--- config.mk ---
export PLATFORM = sky130hd
export DESIGN_NAME = crc_checked_frame_parser
export DESIGN_NICKNAME = d
export VERILOG_FILES = /design/src/rtl/cfp_pkg.sv /design/src/rtl/cfp_cfg_regs.sv /design/src/rtl/cfp_parser.sv /design/src/rtl/cfp_out_reg.sv /design/src/rtl/crc_checked_frame_parser.sv
export SDC_FILE = /design/constraint.sdc
export NUM_CORES = 1
export LEC_CHECK = 0
export BUFFER_PORTS_ARGS = -buffer_cell sky130_fd_sc_hd__clkbuf_2
export CORE_MARGIN = 2
export CORE_UTILIZATION = 55
export DETAILED_ROUTE_END_ITERATION = 10
export GPL_ROUTABILITY_DRIVEN = 0
export GPL_TIMING_DRIVEN = 0
export PLACE_DENSITY_LB_ADDON = 0.08
export SLEW_MARGIN = 20
export SYNTH_ARGS = -nofsm -noshare
export SYNTH_HDL_FRONTEND = slang
export SYNTH_SLANG_ARGS = --single-unit
--- constraint.sdc ---
create_clock -name clk -period 5.2 [get_ports clk]
set_input_delay 0.52 -clock clk [delete_from_list [all_inputs] [get_ports clk]]
set_output_delay 0.52 -clock clk [all_outputs]
set_load 0.03 [all_outputs]
--- src/rtl/cfp_pkg.sv ---
// ----------------------------------------------------------------------------
// cfp_pkg
// Shared types, constants and the CRC-16 byte update for the frame parser.
// ----------------------------------------------------------------------------
package cfp_pkg;

    // Frame layout
    localparam int HEADER_BYTES = 5;
    localparam int CRC_BYTES    = 2;
    localparam logic [7:0] FRAME_OVERHEAD = 8'(HEADER_BYTES + CRC_BYTES);

    // CRC-16/CCITT, MSB first, no reflection, no final xor
    localparam logic [15:0] CRC_INIT = 16'hFFFF;
    localparam logic [15:0] CRC_POLY = 16'h1021;

    // Configuration port
    localparam int CFG_INDEX_W = 8;
    localparam int CFG_DATA_W  = 8;

    localparam logic [CFG_INDEX_W-1:0] CFG_SYNC_FIRST  = CFG_INDEX_W'(0);
    localparam logic [CFG_INDEX_W-1:0] CFG_SYNC_SECOND = CFG_INDEX_W'(1);
    localparam logic [CFG_INDEX_W-1:0] CFG_MIN_LEN     = CFG_INDEX_W'(2);
    localparam logic [CFG_INDEX_W-1:0] CFG_MAX_LEN     = CFG_INDEX_W'(3);

    localparam logic [7:0] SYNC_FIRST_RST  = 8'hAA;
    localparam logic [7:0] SYNC_SECOND_RST = 8'h55;
    localparam logic [7:0] MIN_LEN_RST     = 8'd7;
    localparam logic [7:0] MAX_LEN_RST     = 8'd255;

    // Event codes
    localparam logic [1:0] EV_HEADER  = 2'd0;
    localparam logic [1:0] EV_PAYLOAD = 2'd1;
    localparam logic [1:0] EV_GOOD    = 2'd2;
    localparam logic [1:0] EV_CRC_ERR = 2'd3;

    // Parser phases
    typedef enum logic [2:0] {
        PH_SYNC1   = 3'd0,
        PH_SYNC2   = 3'd1,
        PH_LEN     = 3'd2,
        PH_TYPE    = 3'd3,
        PH_SEQ     = 3'd4,
        PH_PAYLOAD = 3'd5,
        PH_CRC_HI  = 3'd6,
        PH_CRC_LO  = 3'd7
    } phase_t;

    // Configuration values seen by the parser
    typedef struct packed {
        logic [7:0] sync_first;
        logic [7:0] sync_second;
        logic [7:0] min_frame_len;
        logic [7:0] max_frame_len;
    } cfg_t;

    // One result beat
    typedef struct packed {
        logic [1:0]  event_res;
        logic [7:0]  frame_type;
        logic [7:0]  sequence_res;
        logic [7:0]  data_byte;
        logic [7:0]  byte_index;
        logic [7:0]  payload_count;
        logic [15:0] received_crc;
        logic [15:0] computed_crc;
    } res_t;

    // Parser event towards the output register
    typedef struct packed {
        logic valid;
        res_t res;
    } event_t;

    // One byte through the CRC, eight shift steps
    function automatic logic [15:0] crc16_update(input logic [15:0] crc, input logic [7:0] b);
        logic [15:0] c;
        c = crc ^ {b, 8'h00};
        for (int k = 0; k < 8; k++)
        begin
            c = c[15] ? ({c[14:0], 1'b0} ^ CRC_POLY) : {c[14:0], 1'b0};
        end
        return c;
    endfunction

endpackage

--- src/rtl/cfp_cfg_regs.sv ---
// ----------------------------------------------------------------------------
// cfp_cfg_regs
// Configuration register bank: sync bytes and frame length limits.
// ----------------------------------------------------------------------------
module cfp_cfg_regs
    import cfp_pkg::*;
(
    input  logic                   clk,
    input  logic                   rst_n,
    input  logic                   cfg_we,
    input  logic [CFG_INDEX_W-1:0] cfg_index,
    input  logic [CFG_DATA_W-1:0]  cfg_wdata,
    output cfg_t                   cfg
);

    cfg_t cfg_reg;
    cfg_t cfg_next;

    // Write decode; unknown indexes are dropped
    always_comb
    begin
        cfg_next = cfg_reg;
        if (cfg_we)
        begin
            unique case (cfg_index)
                CFG_SYNC_FIRST:  cfg_next.sync_first    = cfg_wdata;
                CFG_SYNC_SECOND: cfg_next.sync_second   = cfg_wdata;
                CFG_MIN_LEN:     cfg_next.min_frame_len = cfg_wdata;
                CFG_MAX_LEN:     cfg_next.max_frame_len = cfg_wdata;
                default:         cfg_next = cfg_reg;
            endcase
        end
    end

    always_ff @(posedge clk or negedge rst_n)
    begin
        if (!rst_n)
        begin
            cfg_reg.sync_first    <= SYNC_FIRST_RST;
            cfg_reg.sync_second   <= SYNC_SECOND_RST;
            cfg_reg.min_frame_len <= MIN_LEN_RST;
            cfg_reg.max_frame_len <= MAX_LEN_RST;
        end
        else
        begin
            cfg_reg <= cfg_next;
        end
    end

    assign cfg = cfg_reg;

endmodule

--- src/rtl/cfp_parser.sv ---
// ----------------------------------------------------------------------------
// cfp_parser
// Frame phase machine with running CRC; one byte stepped per accepted beat.
// ----------------------------------------------------------------------------
module cfp_parser
    import cfp_pkg::*;
(
    input  logic       clk,
    input  logic       rst_n,
    input  logic       step,
    input  logic [7:0] rx_byte,
    input  cfg_t       cfg,
    output event_t     ev
);

    phase_t      phase_reg,        phase_next;
    logic [7:0]  total_len_reg,    total_len_next;
    logic [7:0]  payload_len_reg,  payload_len_next;
    logic [7:0]  payload_pos_reg,  payload_pos_next;
    logic [15:0] crc_reg,          crc_next;
    logic [7:0]  type_reg,         type_next;
    logic [7:0]  seq_reg,          seq_next;
    logic [7:0]  crc_hi_reg,       crc_hi_next;

    logic [15:0] crc_base;
    logic [15:0] crc_step;
    logic [7:0]  len_from_total;
    logic [7:0]  pos_inc;
    logic [15:0] rx_crc;

    // Datapath helpers
    assign crc_base       = (phase_reg == PH_TYPE) ? CRC_INIT : crc_reg;
    assign crc_step       = crc16_update(crc_base, rx_byte);
    assign len_from_total = (total_len_reg > FRAME_OVERHEAD) ?
                            (total_len_reg - FRAME_OVERHEAD) : 8'd0;
    assign pos_inc        = payload_pos_reg + 8'd1;
    assign rx_crc         = {crc_hi_reg, rx_byte};

    // Next state and event
    always_comb
    begin
        phase_next       = phase_reg;
        total_len_next   = total_len_reg;
        payload_len_next = payload_len_reg;
        payload_pos_next = payload_pos_reg;
        crc_next         = crc_reg;
        type_next        = type_reg;
        seq_next         = seq_reg;
        crc_hi_next      = crc_hi_reg;

        ev.valid             = 1'b0;
        ev.res.event_res     = EV_HEADER;
        ev.res.frame_type    = type_reg;
        ev.res.sequence_res  = seq_reg;
        ev.res.data_byte     = 8'd0;
        ev.res.byte_index    = 8'd0;
        ev.res.payload_count = payload_len_reg;
        ev.res.received_crc  = 16'd0;
        ev.res.computed_crc  = 16'd0;

        if (step)
        begin
            unique case (phase_reg)
                PH_SYNC1:
                begin
                    if (rx_byte == cfg.sync_first)
                        phase_next = PH_SYNC2;
                end
                PH_SYNC2:
                begin
                    // second sync wins when both sync bytes are equal
                    if (rx_byte == cfg.sync_second)
                        phase_next = PH_LEN;
                    else if (rx_byte != cfg.sync_first)
                        phase_next = PH_SYNC1;
                end
                PH_LEN:
                begin
                    if (rx_byte < cfg.min_frame_len || rx_byte > cfg.max_frame_len)
                        phase_next = PH_SYNC1;
                    else
                    begin
                        total_len_next = rx_byte;
                        phase_next     = PH_TYPE;
                    end
                end
                PH_TYPE:
                begin
                    type_next  = rx_byte;
                    crc_next   = crc_step;
                    phase_next = PH_SEQ;
                end
                PH_SEQ:
                begin
                    seq_next         = rx_byte;
                    crc_next         = crc_step;
                    payload_len_next = len_from_total;
                    payload_pos_next = 8'd0;
                    phase_next       = (len_from_total == 8'd0) ? PH_CRC_HI : PH_PAYLOAD;
                    ev.valid             = 1'b1;
                    ev.res.event_res     = EV_HEADER;
                    ev.res.sequence_res  = rx_byte;
                    ev.res.payload_count = len_from_total;
                end
                PH_PAYLOAD:
                begin
                    crc_next         = crc_step;
                    payload_pos_next = pos_inc;
                    if (pos_inc >= payload_len_reg)
                        phase_next = PH_CRC_HI;
                    ev.valid          = 1'b1;
                    ev.res.event_res  = EV_PAYLOAD;
                    ev.res.data_byte  = rx_byte;
                    ev.res.byte_index = payload_pos_reg;
                end
                PH_CRC_HI:
                begin
                    crc_hi_next = rx_byte;
                    phase_next  = PH_CRC_LO;
                end
                PH_CRC_LO:
                begin
                    phase_next          = PH_SYNC1;
                    ev.valid            = 1'b1;
                    ev.res.event_res    = (rx_crc == crc_reg) ? EV_GOOD : EV_CRC_ERR;
                    ev.res.received_crc = rx_crc;
                    ev.res.computed_crc = crc_reg;
                end
            endcase
        end
    end

    // State registers
    always_ff @(posedge clk or negedge rst_n)
    begin
        if (!rst_n)
        begin
            phase_reg       <= PH_SYNC1;
            total_len_reg   <= 8'd0;
            payload_len_reg <= 8'd0;
            payload_pos_reg <= 8'd0;
            crc_reg         <= CRC_INIT;
            type_reg        <= 8'd0;
            seq_reg         <= 8'd0;
            crc_hi_reg      <= 8'd0;
        end
        else
        begin
            phase_reg       <= phase_next;
            total_len_reg   <= total_len_next;
            payload_len_reg <= payload_len_next;
            payload_pos_reg <= payload_pos_next;
            crc_reg         <= crc_next;
            type_reg        <= type_next;
            seq_reg         <= seq_next;
            crc_hi_reg      <= crc_hi_next;
        end
    end

endmodule

--- src/rtl/cfp_out_reg.sv ---
// ----------------------------------------------------------------------------
// cfp_out_reg
// Result register with valid/ready; accepts a new event while the held one
// is being taken.
// ----------------------------------------------------------------------------
module cfp_out_reg
    import cfp_pkg::*;
(
    input  logic   clk,
    input  logic   rst_n,
    input  event_t ev,
    output logic   accept_ok,
    output logic   out_valid,
    input  logic   out_ready,
    output res_t   res
);

    logic valid_reg, valid_next;
    res_t res_reg;

    // Free when empty or when the held beat leaves this cycle
    assign accept_ok = !valid_reg || out_ready;

    always_comb
    begin
        if (ev.valid)
            valid_next = 1'b1;
        else if (out_ready)
            valid_next = 1'b0;
        else
            valid_next = valid_reg;
    end

    always_ff @(posedge clk or negedge rst_n)
    begin
        if (!rst_n)
            valid_reg <= 1'b0;
        else
            valid_reg <= valid_next;
    end

    // Payload, no reset
    always_ff @(posedge clk)
    begin
        if (ev.valid)
            res_reg <= ev.res;
    end

    assign out_valid = valid_reg;
    assign res       = res_reg;

endmodule

--- src/rtl/crc_checked_frame_parser.sv ---
// ----------------------------------------------------------------------------
// crc_checked_frame_parser
// A result beat is registered and valid in the cycle after the byte causing it.
// Throughput: one byte per cycle unless a held result stalls (in_ready low);
// the one-byte CRC update and phase step in the parser set the cycle.
// Reset (rst_n, async low): hunting first sync, CRC 0xFFFF, no result held,
// configuration registers back to their defaults.
// ----------------------------------------------------------------------------
module crc_checked_frame_parser
    import cfp_pkg::*;
(
    input  logic                   clk,
    input  logic                   rst_n,
    // byte input
    input  logic                   in_valid,
    output logic                   in_ready,
    input  logic [7:0]             rx_byte,
    // event output
    output logic                   out_valid,
    input  logic                   out_ready,
    output logic [1:0]             event_res,
    output logic [7:0]             frame_type,
    output logic [7:0]             sequence_res,
    output logic [7:0]             data_byte,
    output logic [7:0]             byte_index,
    output logic [7:0]             payload_count,
    output logic [15:0]            received_crc,
    output logic [15:0]            computed_crc,
    // configuration
    input  logic                   cfg_we,
    input  logic [CFG_INDEX_W-1:0] cfg_index,
    input  logic [CFG_DATA_W-1:0]  cfg_wdata
);

    cfg_t   cfg;
    event_t ev;
    res_t   res;
    logic   in_fire;

    assign in_fire = in_valid && in_ready;

    cfp_cfg_regs u_cfg_regs (
        .clk       (clk),
        .rst_n     (rst_n),
        .cfg_we    (cfg_we),
        .cfg_index (cfg_index),
        .cfg_wdata (cfg_wdata),
        .cfg       (cfg)
    );

    cfp_parser u_parser (
        .clk     (clk),
        .rst_n   (rst_n),
        .step    (in_fire),
        .rx_byte (rx_byte),
        .cfg     (cfg),
        .ev      (ev)
    );

    cfp_out_reg u_out_reg (
        .clk       (clk),
        .rst_n     (rst_n),
        .ev        (ev),
        .accept_ok (in_ready),
        .out_valid (out_valid),
        .out_ready (out_ready),
        .res       (res)
    );

    // Result fields
    assign event_res     = res.event_res;
    assign frame_type    = res.frame_type;
    assign sequence_res  = res.sequence_res;
    assign data_byte     = res.data_byte;
    assign byte_index    = res.byte_index;
    assign payload_count = res.payload_count;
    assign received_crc  = res.received_crc;
    assign computed_crc  = res.computed_crc;

    // Checks
    a_stall_blocks_input: assert property (@(posedge clk) disable iff (!rst_n)
        (out_valid && !out_ready) |-> !in_ready)
        else $error("input taken while result stalled");

    a_event_needs_step: assert property (@(posedge clk) disable iff (!rst_n)
        ev.valid |-> in_fire)
        else $error("event raised without an accepted byte");

    a_index_in_payload: assert property (@(posedge clk) disable iff (!rst_n)
        (out_valid && event_res == EV_PAYLOAD) |-> (byte_index < payload_count))
        else $error("payload index beyond payload length");

    a_crc_only_at_end: assert property (@(posedge clk) disable iff (!rst_n)
        (out_valid && (event_res == EV_HEADER || event_res == EV_PAYLOAD))
        |-> (received_crc == 16'd0 && computed_crc == 16'd0))
        else $error("CRC fields set before end of frame");

endmodule

== Word-level counts from Yosys, hierarchy flattened ==
Index checks and enable logic that the tools add are counted.

* Bits of input ports: 29
* Register bits: 174

* Bitwise operators: 10
* Reduce and logical (&&, ||, !) cells: 22
* Mux-type cells: 28
* Add/subtract/negate cells: 2
* Magnitude comparators: 4
* Equality and inequality tests: 17

{| class="wikitable"
|+ Operators with widths
! operator !! count
|-
| two-way mux 13 bit || 8
|-
| two-way mux 64 bit || 1
|-
| two-way mux 16 bit || 2
|-
| two-way mux 32 bit || 1
|-
| two-way mux 8 bit || 3
|-
| inverter 3 bit || 8
|-
| case mux 3 bit (8 select lines) || 1
|-
| AND reduction 2 bit || 10
|-
| == test 16 bit || 1
|-
| == test 8 x 2 -> 1 bit, second input constant || 2
|-
| == test 8 bit || 2
|-
| logical NOT 8 bit || 2
|-
| case mux 8 bit (2 select lines) || 1
|-
| bitwise XOR 16 bit || 1
|-
| two-way mux 3 bit || 5
|-
| == test 3 bit, second input constant || 4
|-
| case mux 3 bit (3 select lines) || 1
|-
| adder 8 x 1 -> 8 bit, second input constant || 1
|-
| == test 8 x 1 -> 1 bit, second input constant || 1
|-
| >= comparator 8 bit || 1
|-
| greater-than comparator 8 x 3 -> 1 bit, second input constant || 1
|-
| greater-than comparator 8 bit || 1
|-
| less-than comparator 8 bit || 1
|-
| inequality test 8 bit || 1
|-
| other kinds (16) || 23
|}

== Depth between registers and ports, before layout ==
Gate-level depths: netlist of run 1.

* Depth after elaboration: 19
* Mapped depth: 10

== Hierarchy ==
A second synthesis of run 1 with hierarchy kept.

* Cell total of the unflattened synthesis: 652
* Area, all modules: 8095.3 um2

{| class="wikitable"
|+ Modules (own cells, without submodules)
! module !! instances !! area an instance (um2) !! cells an instance
|-
| cfp_parser || 1 || 4540.6 || 502
|-
| cfp_out_reg || 1 || 2269.7 || 77
|-
| cfp_cfg_regs || 1 || 1278.7 || 72
|-
| crc_checked_frame_parser || 1 || 6.3 || 1
|}

== Worst setup path before layout of run 1 ==
Ideal clock, no wire load.

* Path type: input to register
* Start point: input out_ready
* End point: register u_out_reg.res_reg, in the netlist u_out_reg.res[0], enable pin
* Data required time: 4.693 ns
* Path buffers: 1
* Library setup time: 0.507 ns
* Stages on the path: 5
* Arrival time: 4.456 ns
* Setup slack: 0.237 ns
* Path through: nand2b_1 > clkbuf_1 > and2_1 > nand2_1 > nor2_1

{| class="wikitable"
|+ RTL lines
! element !! line !! source
|-
| start: declaration || crc_checked_frame_parser.sv:20 || <nowiki>input logic out_ready,</nowiki>
|-
| end signal: assignment || cfp_out_reg.sv:46 || <nowiki>res_reg <= ev.res;</nowiki>
|-
| end: declaration || cfp_out_reg.sv:19 || <nowiki>res_t res_reg;</nowiki>
|}

== Worst setup path in the final report of run 1 ==
* Start point: register u_parser.payload_pos_reg[0]
* End point: register u_parser.phase_reg[1]

* Word-level cells in the longest chain between the ends: 4

{| class="wikitable"
|+ Ends and longest elaborated chain
! element !! line !! source
|-
| start: declaration || cfp_parser.sv:19 || <nowiki>logic [7:0] payload_pos_reg, payload_pos_next;</nowiki>
|-
| start signal: assignment || cfp_parser.sv:152 || <nowiki>payload_pos_reg <= payload_pos_next;</nowiki>
|-
| adder 8 x 1 -> 8 bit || cfp_parser.sv:36 || <nowiki>assign pos_inc = payload_pos_reg + 8'd1;</nowiki>
|-
| >= comparator 8 bit || cfp_parser.sv:109 || <nowiki>if (pos_inc >= payload_len_reg)</nowiki>
|-
| inequality test 2 x 1 -> 1 bit (no source line) || n/a ||
|-
| AND reduction 4 bit (no source line) || n/a ||
|-
| end signal: assignment || cfp_parser.sv:149 || <nowiki>phase_reg <= phase_next;</nowiki>
|-
| end: declaration || cfp_parser.sv:16 || <nowiki>phase_t phase_reg, phase_next;</nowiki>
|}

Every way passes these cells.
A chain may end at the register's enable or synchronous reset.

==> results of run 1 <==
-- area by class of cell --
type,count,share of cell area
Tap cell,184,0.0242
Multi-Input combinational cell,431,0.326
Inverter,28,0.0111
Clock buffer,27,0.0541
Timing Repair Buffer,106,0.0631
Sequential cell,174,0.502
Buffer,34,0.0140
Clock inverter,5,0.00566
-- through the flow --
stage / setup slack, ps / hold slack (ps) / total power, uW
3_5_place_dp: 2420 / 428 / 3700
4_1_cts: 2520 / 21.4 / 4920
5_1_grt: 2330 / 34.1 / 5180
2_1_floorplan: 237 / 224 / 3250
3_3_place_gp: -845 / 427 / 3620
6_report: 2510 / 11.5 / 4910
-- layer usage --
| layer | track usage | vias to the layer above |
|---|---|---|
| li1 | - | 2592 |
| met1 | 0.299 | 2657 |
| met2 | 0.380 | 146 |
| met3 | 0.0466 | 35 |
| met4 | 0.0974 | 0 |
| met5 | 0 | - |
-- cells in the final DEF, fill, tap and decap left out, drive strengths merged, types with 8 or more instances in the layout --
cell type and n:
edfxtp 74, inv 29, o21ai 27, dfrtp 65, buf 13, and2 33
mux2 55, xor2 23, ha 25, a21oi 18, dfstp 35, clkbuf 154
nand3 17, nor3 8, nand2 61, xnor2 46, and3 19, nor2 33
-- report_power, final --
part	switching [uW]	leakage (uW)	total (uW)	internal (uW)
Sequential	227	0.00191	2120	1890
Combinational	971	0.00190	1570	602
Clock	492	0.000277	1220	725
Total	1690	0.00408	4910	3220
-- logic make-up after synthesis --
family / Yosys count / synth area share
compound gates: 78 / 0.0605
xor+xnor: 69 / 0.0747
fa+ha+maj: 25 / 0.0387
buf+inv: 62 / 0.0294
flops: 174 / 0.589
mux: 55 / 0.0765
simple gates: 204 / 0.131
-- path summary, 6_finish.rpt --
path	startpoint	endpoint	slack, ps	cells past startpoint
hold / removal	rst_n	u_parser.payload_pos_reg[3]	10	1
hold reg to reg	u_parser.type_reg[7]	u_out_reg.res[71]	440	0
max in group asynchronous	rst_n	u_parser.crc_reg[8]	4530	2
min in group clk	cfg_wdata[4]	u_cfg_regs.cfg[28]	380	2
setup reg to reg	u_parser.payload_pos_reg[0]	u_parser.phase_reg[1]	2510	10
setup / recovery	u_parser.payload_pos_reg[0]	u_parser.phase_reg[1]	2510	10
-- worst max-delay path, cell delays in order, from the launching register on --
cell and delay, ps:
dfrtp_1 470, ha_1 290, nand3_1 140, nor2_1 150
xor2_1 240, ha_1 280, o21ai_0 180, o2111ai_1 120
a21oi_1 250, o41ai_1 130, or3_1 310
==> summary.txt, run 1 <==
Outcome: finished, final reports clean
CTS sink cnt: 174
Initial Util: 0.559
Register area share after synthesis: 0.589
Synth unique cells: 49
Clk buf depth: 2
Critical setup path kind: register to register
Synth warnings: 0
CP endpoint kind: register
Post-route ant nets: 0
Met2 routed wirelength: 8.37 mm
Cell taking the most area after synthesis: edfxtp_1
Ys flop type: edfxtp_1
Placed Instances: 957
Drt pass-1 iters: 4
Max Transition Viols Final: 0
Number of synthesized flops with an enable pin: 74
Fin area: 0.00950 mm2
Fin crit period: 2690 ps
Post-synth ARST share: 0.575
N_diodes: 0
Worst vdd ir: 0.000291 V
Final worst path period share: 0.517
Placement Cell Area: 0.00893 mm2
Largest net degree at the start of global routing: 60
Setup_tns: 0 ps
Static Leak: 0.00408 uW
Clk slew on worst S/H paths: 60 ps
First-pass GRT wire length: 28.2 mm
RSZ-0062 raised after global routing: no
Syn_area_per_cell: 12.1 um2
Register area: 0.00477 mm2
Most common cell in the netlist: edfxtp_1
Arrival time at the worst endpoint: 2990 ps
Grt total ovfl: 0
Die X-Extent: 125 um
Hold Fails Final Rpt: 0
Total CTS buffers: 17
Top cell type's share of synthesized area: 0.275
Max reg flops: 74
Die height: 125 um
Input/output buffers: 103
Nets: 846
Dpl hpwl: 12.3 mm
Hold-fix buffer count after cts: 0
# fillers: 1126
Vias: 5430
Met3 wire len: 768 um
Layout cells sized above 1: 0.289
Wire length per cell: 17.3 um
Mapped cell area: 0.00809 mm2
CTS tree: done
Io pins: 105
CTS root buf: clkbuf_16
Net count after synthesis: 721
# Post-CTS Setup Buffers: 0
CP Launch Type: register
Top layer used by detailed routing: met4
Avg Vias per Cell: 5.49
Max Cap Violations: 0
Final setup fails: 0
Most frequent cells after synthesis: 74 x edfxtp_1, 65 x dfrtp_1, 61 x nand2_1
Final non-filler cell total: 989
Total wire length: 17.1 mm
H-tree Lvls: 4
Initial antenna violation count: 0
FF+latch count, synth: 174
CORE AREA: 0.0145 mm2
Worst EP required: 5500 ps
Vias in the first global route: 5484
Slew HR: 0.427
Row count: 44
DRC viols: 0
Area contributors post-synth: edfxtp_1 27%, dfrtp_1 20%, dfstp_2 11%
Mapped Cells: 667
Drt first-iter violations: 316
Gr usage total: 0.230
Clock skew: 6.77 ps
Resized Gates After CTS: 0
Area Growth Syn to Fin: 17.4%
Hold WC Path Type: primary input to asynchronous set/reset pin
Die area: 0.0157 mm2
Final Util: 0.656
Post-Route M1 WL: 7.51 mm
Power per Cell Area: 517 mW/mm2
Multi-input logic area: 0.00309 mm2
CP Max Fanout: 7
Max Clock Freq: 372 MHz
Worst-skew pair later-pin latency: 430 ps
Worst-margin pin slew: 860 ps
No activity file was read; power rests on OpenSTA's default activity.
==> run 2: changes to the inputs <==
--- a/config.mk
+++ b/config.mk
@@ -5,9 +5,10 @@
 export SDC_FILE = /design/constraint.sdc
 export NUM_CORES = 1
 export LEC_CHECK = 0
+export ABC_AREA = 1
 export BUFFER_PORTS_ARGS = -buffer_cell sky130_fd_sc_hd__clkbuf_2
 export CORE_MARGIN = 2
-export CORE_UTILIZATION = 55
+export CORE_UTILIZATION = 52
 export DETAILED_ROUTE_END_ITERATION = 10
 export GPL_ROUTABILITY_DRIVEN = 0
 export GPL_TIMING_DRIVEN = 0
==> constraint.sdc (replaced) <==
create_clock -name clk -period 2.3 [get_ports clk]
set_input_delay 0.23 -clock clk [delete_from_list [all_inputs] [get_ports clk]]
set_output_delay 0.23 -clock clk [all_outputs]
set_load 0.03 [all_outputs]
==> run 2 against run 1 <==
- the flow now finishes with violations (negative setup slack)
- clock skew rose by 2.3 ps
- combinational power grew 42%
- design area rose by 4.0%
- non-clock buffer count up 4
- count of clock-buffer cells in the layout decreased by 10
- critical path type unchanged
- synthesized cell count increased by 29%
- sequential power increased by 85%
- final cell count up 24%
- synthesized area up 1.4%
- via count increased by 13%
==> summary.txt, run 2 <==
Avg Vias per Cell: 5.01 (was 5.49)
H-tree Lvls: 4 (unchanged)
Ys flop type: edfxtp_1 (unchanged)
CTS root buf: clkbuf_16 (unchanged)
Logic pwr share: 0.244 (was 0.321)
Worst EP required: 2630 ps (was 5500 ps)
FF-to-FF setup slack: -50 ps (was 2510 ps)
CP endpoint kind: register (unchanged)
Post-synth ARST share: 0.575 (unchanged)
CTS sink cnt: 174 (unchanged)
Clk slew on worst S/H paths: 70 ps (was 60 ps)
Area Growth Syn to Fin: 20.4% (was 17.4%)
Hold WC Path Type: primary input to register (was primary input to asynchronous set/reset pin)
Failing checks: negative setup slack
Worst R2R Path Depth: 14 (was 10)
Hold path cells: 3
Drt first-iter violations: 431 (was 316)
Final non-filler cell total: 1225 (was 989)
Dpl hpwl: 13.3 mm (was 12.3 mm)
Initial Util: 0.536 (was 0.559)
Worst-margin pin slew: 538 ps (was 860 ps)
Initial antenna violation count: 0 (unchanged)
CP Max Fanout: 3 (was 7)
Vias in the first global route: 5826 (was 5484)
Worst-skew pair later-pin latency: 440 ps (was 430 ps)
Most common cell after layout, fill and taps aside: nand2_1 (was clkbuf_2)
Worst vdd ir: 0.000404 V (was 0.000291 V)
Fin crit period: 2350 ps (was 2690 ps)
Total CTS buffers: 17 (unchanged)
Final worst path period share: 1.02 (was 0.517)
Cell taking the most area after synthesis: edfxtp_1 (unchanged)
Nets: 1055 (was 846)
Cell Int Power: 6160 uW (was 3220 uW)
Slew HR: 0.640 (was 0.427)
Largest net degree at the start of global routing: 74 (was 60)
N_diodes: 0 (unchanged)
Vias: 6132 (was 5430)
CORE AREA: 0.0153 mm2 (was 0.0145 mm2)
Mapped Cells: 863 (was 667)
Max Clock Freq: 426 MHz (was 372 MHz)
Static Leak: 0.00451 uW (was 0.00408 uW)
Post-route ant nets: 0 (unchanged)
Switching share of power: 0.326 (was 0.345)
Grt total ovfl: 0 (unchanged)
Area contributors post-synth: edfxtp_1 27%, dfrtp_1 20%, dfstp_2 11% (unchanged)
Register share of total power: 0.430 (was 0.431)
Max reg flops: 74 (unchanged)
Max Transition Viols Final: 0 (unchanged)
DRC viols: 0 (unchanged)
Wire length per cell: 15.1 um (was 17.3 um)
Input/output buffers: 104 (was 103)
Outcome: finished with violations (was finished, final reports clean)
FF+latch count, synth: 174 (unchanged)
Clk buf depth: 2 (unchanged)
Placement Setup Slack: -212 ps (was 2420 ps)
Io pins: 105 (unchanged)
RR Endpoint: u_parser.phase_reg[2] (was u_parser.phase_reg[1])
Number of synthesized flops with an enable pin: 74 (unchanged)
Critical setup path kind: register to register (unchanged)
Max Cap Violations: 0 (unchanged)
Top cell type's share of synthesized area: 0.271 (was 0.275)
Most frequent cells in the layout: 211 x nand2_1, 113 x inv_1, 105 x clkbuf_2, 85 x o21ai_0, 81 x nor2_1 (was 102 x clkbuf_2, 74 x edfxtp_1, 65 x dfrtp_1, 61 x nand2_1, 55 x mux2_2)
Register area share after synthesis: 0.581 (was 0.589)
Final setup fails: 3 (was 0)
Placement Cell Area: 0.00914 mm2 (was 0.00893 mm2)
Layout cells sized above 1: 0.238 (was 0.289)
CTS tree: done (unchanged)
FF-to-FF Start: u_parser.payload_pos_reg[0] (unchanged)
PnR worst setup slack: -48.6 ps (was 2510 ps)
P_sw: 2980 uW (was 1690 uW)
Die X-Extent: 130 um (was 125 um)
Gr usage total: 0.234 (was 0.230)
Final Util: 0.645 (was 0.656)
Die height: 130 um (was 125 um)
# fillers: 1315 (was 1126)
Clock skew: 9.04 ps (was 6.77 ps)
Arrival time at the worst endpoint: 2670 ps (was 2990 ps)
Synth warnings: 0 (unchanged)
Placed Instances: 1182 (was 957)
Clk pwr share: 0.327 (was 0.248)
Most frequent cells after synthesis: 212 x nand2_1, 115 x inv_1, 85 x nor2_1, 85 x o21ai_0, 74 x edfxtp_1 (was 74 x edfxtp_1, 65 x dfrtp_1, 61 x nand2_1)
Hold path startpoint: cfg_wdata[7]
CP Launch Type: register (unchanged)
First-pass GRT wire length: 29.7 mm (was 28.2 mm)
Power per Cell Area: 925 mW/mm2 (was 517 mW/mm2)
Total wire length: 18.5 mm (was 17.1 mm)
Synth unique cells: 40 (was 49)
Row count: 45 (was 44)
Mapped cell area: 0.00820 mm2 (was 0.00809 mm2)
RSZ-0062 raised after global routing: yes (was no)
Net count after synthesis: 917 (was 721)
Fin area: 0.00988 mm2 (was 0.00950 mm2)
Drt pass-1 iters: 5 (was 4)
Hold Path End: u_cfg_regs.cfg[7]
Most common cell in the netlist: nand2_1 (was edfxtp_1)
Syn_area_per_cell: 9.51 um2 (was 12.1 um2)
Die area: 0.0168 mm2 (was 0.0157 mm2)
Hold Fails Final Rpt: 0 (unchanged)
==> run 2: cells by family after synthesis <==
kind of cell | synth area share
and+or+nand+nor | 0.183
adders and majority gates | 0.0381
buffers and inverters | 0.0714
xor gates and xnor gates | 0.0506
DFF | 0.581
AOI/OAI and AO/OA | 0.0752
==> run 2: worst max path at each step <==
stage	startpoint	end	slack, ps	cells past startpoint
2_1_floorplan	u_out_reg.out_valid	u_out_reg.res[0]	-130	5
3_3_place_gp	rst_n	u_out_reg.out_valid	-590	1
3_5_place_dp	u_parser.payload_pos_reg[2]	u_parser.phase_reg[1]	-210	13
4_1_cts	u_parser.payload_pos_reg[0]	u_parser.phase_reg[2]	-50	13
5_1_grt	u_parser.payload_pos_reg[0]	u_parser.phase_reg[2]	-260	13
6_report	u_parser.payload_pos_reg[0]	u_parser.phase_reg[2]	-50	14
==> run 2: timing repair <==
action	4_1_cts	5_1_grt
resized for setup	6	4
buffers inserted	8	2
hold endpoints to repair	27	0
pin swaps	11	4
endpoints found under the setup margin	3	3
hold buffers	1	0
==> run 2: worst max-delay path, cell delays in order, from the launching register on <==
cell	delay, ps
dfrtp_1	390
inv_2	70
nor3_4	210
nand3_2	120
buf_4	150
xor2_1	190
inv_1	80
ha_1	300
a21oi_1	140
o21a_1	130
nand4_1	190
nand2_2	150
nor2_4	50
nand2_1	50
nand2_1	40
==> run 2: final cells by class <==
| type | count | area [um2] | share of cell area |
|---|---|---|---|
| Clock inverter | 15 | 194 | 0.0196 |
| Multi-Input combinational cell | 544 | 2920 | 0.295 |
| Buffer | 25 | 135 | 0.0137 |
| Sequential cell | 174 | 4770 | 0.483 |
| Tap cell | 211 | 264 | 0.0267 |
| Clock buffer | 17 | 425 | 0.0431 |
| Timing Repair Buffer | 119 | 724 | 0.0733 |
| Inverter | 120 | 450 | 0.0456 |
==> run 2: power groups by stage <==
stage | registers (uW) | logic [uW] | clock network, uW
global route | 3960 | 2530 | 3130
detailed placement | 3980 | 1990 | 0
global placement | 3980 | 1910 | 0
floorplan | 4020 | 1400 | 0
finish | 3930 | 2230 | 2980
CTS | 3920 | 2170 | 3020
==> run 2: metrics by stage <==
| stage | hold WS, ps | power, uW | setup TNS [ps] |
|---|---|---|---|
| 5_1_grt | 119 | 9620 | -742 |
| 6_report | 86.8 | 9130 | -131 |
| 4_1_cts | 86.1 | 9110 | -132 |
| 3_3_place_gp | 435 | 5890 | -60030 |
| 2_1_floorplan | -65.6 | 5420 | -9400 |
| 3_5_place_dp | 131 | 5980 | -612 |
==> run 2: metal layers <==
layer / GRT usage / wire length, um / part of all wire / vias up
met5: 0 / 0 / 0 / -
met4: 0.0702 / 249 / 0.013 / 0
met3: 0.0450 / 1080 / 0.059 / 24
met2: 0.379 / 8770 / 0.47 / 198
met1: 0.322 / 8380 / 0.45 / 2865
li1: - / - / - / 3045
==> run 3: changes to the inputs <==
--- a/config.mk
+++ b/config.mk
@@ -8,7 +8,7 @@
 export ABC_AREA = 1
 export BUFFER_PORTS_ARGS = -buffer_cell sky130_fd_sc_hd__clkbuf_2
 export CORE_MARGIN = 2
-export CORE_UTILIZATION = 52
+export CORE_UTILIZATION = 53
 export DETAILED_ROUTE_END_ITERATION = 10
 export GPL_ROUTABILITY_DRIVEN = 0
 export GPL_TIMING_DRIVEN = 0
@@ -16,4 +16,5 @@
 export SLEW_MARGIN = 20
 export SYNTH_ARGS = -nofsm -noshare
 export SYNTH_HDL_FRONTEND = slang
+export SYNTH_HIERARCHICAL = 1
 export SYNTH_SLANG_ARGS = --single-unit
==> run 3 against run 2 <==
- the run still ends with negative setup slack left
- sequential share of layout area is 0.93 points lower
- wire length is 5.2% higher
- final cell count is 3.8% higher
- synthesized area is 3.0% higher
- utilization is 0.40 points lower
==> summary.txt, run 3 <==
Multi-input logic area: 0.00317 mm2 (was 0.00292 mm2)
Dpl hpwl: 13.7 mm (was 13.3 mm)
Most common cell after layout, fill and taps aside: nand2_1 (unchanged)
Critical setup path kind: register to register (unchanged)
Post-route ant nets: 0 (unchanged)
Post-synth ARST share: 0.575 (unchanged)
Syn_area_per_cell: 9.35 um2 (was 9.51 um2)
PnR worst setup slack: -58.0 ps (was -48.6 ps)
CTS sink cnt: 174 (unchanged)
Drt first-iter violations: 513 (was 431)
Min Hold Slack: 61.1 ps (was 86.8 ps)
Area Growth Syn to Fin: 19.3% (was 20.4%)
Net count after synthesis: 957 (was 917)
Worst-margin pin slew: 835 ps (was 538 ps)
Vias: 6454 (was 6132)
Drt pass-1 iters: 5 (unchanged)
Failing checks: negative setup slack (unchanged)
Fin crit period: 2360 ps (was 2350 ps)
Logic pwr share: 0.247 (was 0.244)
Arrival time at the worst endpoint: 2680 ps (was 2670 ps)
Placement Cell Area: 0.00934 mm2 (was 0.00914 mm2)
RSZ-0062 raised after global routing: yes (unchanged)
FF+latch count, synth: 174 (unchanged)
Register area: 0.00477 mm2 (unchanged)
Max Cap Violations: 0 (unchanged)
Hold Fails Final Rpt: 0 (unchanged)
CTS tree: done (unchanged)
Most frequent cells in the layout: 239 x nand2_1, 111 x inv_1, 104 x clkbuf_2, 87 x nor2_1, 74 x edfxtp_1 (was 211 x nand2_1, 113 x inv_1, 105 x clkbuf_2, 85 x o21ai_0, 81 x nor2_1)
Grt total ovfl: 0 (unchanged)
First-pass GRT wire length: 31.3 mm (was 29.7 mm)
P_sw: 2820 uW (was 2980 uW)
Vias in the first global route: 6177 (was 5826)
Cell Int Power: 5930 uW (was 6160 uW)
Clk slew on worst S/H paths: 70 ps (about the same)
Switching share of power: 0.322 (was 0.326)
Most frequent cells after synthesis: 240 x nand2_1, 113 x inv_1, 90 x nor2_1 (was 212 x nand2_1, 115 x inv_1, 85 x nor2_1, 85 x o21ai_0, 74 x edfxtp_1)
Hold WC Path Type: primary input to register (unchanged)
Static Leak: 0.00457 uW (was 0.00451 uW)
CORE AREA: 0.0157 mm2 (was 0.0153 mm2)
Max Clock Freq: 424 MHz (was 426 MHz)
Placement Setup Slack: -172 ps (was -212 ps)
Worst vdd ir: 0.000500 V (was 0.000404 V)
Register share of total power: 0.436 (was 0.430)
Hold path startpoint: cfg_wdata[1] (was cfg_wdata[7])
N_diodes: 0 (unchanged)
Synth warnings: 6 (was 0)
Clock skew: 5.89 ps (was 9.04 ps)
H-tree Lvls: 4 (unchanged)
Critical Path Start: u_parser/payload_pos_reg[1] (was u_parser.payload_pos_reg[0])
Wire length per cell: 15.3 um (was 15.1 um)
Mapped Cells: 903 (was 863)
Outcome: finished with violations (unchanged)
CTS root buf: clkbuf_16 (unchanged)
Power per Cell Area: 869 mW/mm2 (was 925 mW/mm2)
Synth unique cells: 39 (was 40)
Input/output buffers: 104 (unchanged)
Total wire length: 19.4 mm (was 18.5 mm)
Io pins: 105 (unchanged)
Mapped cell area: 0.00845 mm2 (was 0.00820 mm2)
Initial Util: 0.538 (was 0.536)
# fillers: 1350 (was 1315)
Layout cells sized above 1: 0.239 (was 0.238)
Max reg flops: 74 (unchanged)
Gr usage total: 0.242 (was 0.234)
CP endpoint kind: register (unchanged)
Final setup fails: 3 (unchanged)
Worst EP required: 2620 ps (was 2630 ps)
Initial antenna violation count: 0 (unchanged)
Top cell type's share of synthesized area: 0.263 (was 0.271)
Largest net degree at the start of global routing: 68 (was 74)
Area contributors post-synth: edfxtp_1 26%, dfrtp_1 19%, dfstp_2 11% (was edfxtp_1 27%, dfrtp_1 20%, dfstp_2 11%)
Die area: 0.0170 mm2 (was 0.0168 mm2)
Most common cell in the netlist: nand2_1 (unchanged)
Die height: 130 um (about the same)
Cell taking the most area after synthesis: edfxtp_1 (unchanged)
DRC viols: 0 (unchanged)
CP Launch Type: register (unchanged)
Row count: 46 (was 45)
Avg Vias per Cell: 5.07 (was 5.01)
Worst-skew pair later-pin latency: 430 ps (was 440 ps)
Register area share after synthesis: 0.565 (was 0.581)
Final worst path period share: 1.03 (was 1.02)
Slew HR: 0.442 (was 0.640)
Die X-Extent: 130 um (about the same)
Clk pwr share: 0.316 (was 0.327)
Clk buf depth: 2 (unchanged)
FF-to-FF Start: u_parser/payload_pos_reg[1] (was u_parser.payload_pos_reg[0])
Nets: 1097 (was 1055)
Total CTS buffers: 17 (unchanged)
Number of synthesized flops with an enable pin: 74 (unchanged)
CP Max Fanout: 3 (unchanged)
Fin area: 0.0101 mm2 (was 0.00988 mm2)
Max Transition Viols Final: 0 (unchanged)
Ys flop type: edfxtp_1 (unchanged)
## run 3: cell types whose count changed after synthesis, moves of 3 or more
cell,before,now
xor2_1,17,14
nand2_1,212,240
nand3_1,27,65
o22ai_1,6,11
clkbuf_1,10,13
nor2_1,85,90
nand3_2,1,6
nand2_4,1,4
o21ai_0,85,40
buf_2,7,3
o21ai_1,2,5
## run 3: repair_timing
| item | 4_1_cts | 5_1_grt |
|---|---|---|
| hold buffers | 1 | 0 |
| pin swaps | 10 | 11 |
| cloned | 0 | 0 |
| endpoints found under the hold margin | 33 | 0 |
| setup endpoints to repair | 3 | 3 |
| buffers inserted | 9 | 4 |
| resized for setup | 7 | 6 |
## run 3: final timing paths
path | end | cells after the start | slack [ps]
min in group asynchronous | u_cfg_regs/cfg[19] | 2 | 280
worst min-delay path | u_cfg_regs/cfg[1] | 3 | 60
worst min register to register | u_out_reg/res[65] | 0 | 460
worst max register to register | u_parser/phase_reg[0] | 13 | -60
max in group asynchronous | u_parser/crc_reg[14] | 3 | 1360
worst max-delay path | u_parser/phase_reg[0] | 13 | -60
## run 3: layout make-up
type / instances / area share
Sequential cell: 174 / 0.473
Multi-Input combinational cell: 585 / 0.315
Timing Repair Buffer: 121 / 0.0707
Inverter: 121 / 0.0451
Clock buffer: 19 / 0.0440
Tap cell: 216 / 0.0268
Buffer: 23 / 0.0128
Clock inverter: 13 / 0.0122
## run 3: cell families after synthesis
group / synth area share
and+or+nand+nor: 0.228
DFF: 0.565
buffers and inverters: 0.0690
AOI/OAI and AO/OA: 0.0510
xor gates and xnor gates: 0.0502
adders and majority gates: 0.0370
## run 3: power groups by stage
| stage | combinational [uW] | sequential (uW) | clock, uW |
|---|---|---|---|
| floorplan | 1260 | 3940 | 0 |
| global placement | 1790 | 3870 | 0 |
| detailed placement | 1850 | 3870 | 0 |
| CTS | 2050 | 3810 | 2820 |
| global route | 2420 | 3860 | 2940 |
| finish | 2170 | 3820 | 2770 |
## run 3: through the flow
step | cells | total power (uW) | utilization | TNS [ps]
floorplan | 903 | 5200 | - | -6690
global placement | 1223 | 5650 | 0.589 | -67510
detailed placement | 1226 | 5720 | 0.594 | -469
CTS | 1268 | 8690 | 0.637 | -42.0
global route | 1272 | 9220 | 0.641 | -499
finish | 1272 | 8750 | 0.641 | -136
## run 3: worst max-delay path, cell delays in order, from the launching register on
cell	delay (ps)
dfrtp_1	360
inv_1	100
nor3_4	210
nand3_2	110
nor3_2	160
xor2_1	260
ha_1	310
a21oi_2	140
o21a_1	170
nand4_1	140
nand2_1	110
nor2_2	50
nand2_1	80
nand2_1	60
## run 3: routing by layer
layer / vias up / global-route usage / part of all wire / routed length [um]
met3: 20 / 0.0488 / 0.047 / 916
met4: 0 / 0.0696 / 0.011 / 219
li1: 3185 / - / - / -
met2: 185 / 0.373 / 0.46 / 9030
met5: - / 0 / 0 / 0
met1: 3064 / 0.350 / 0.48 / 9280
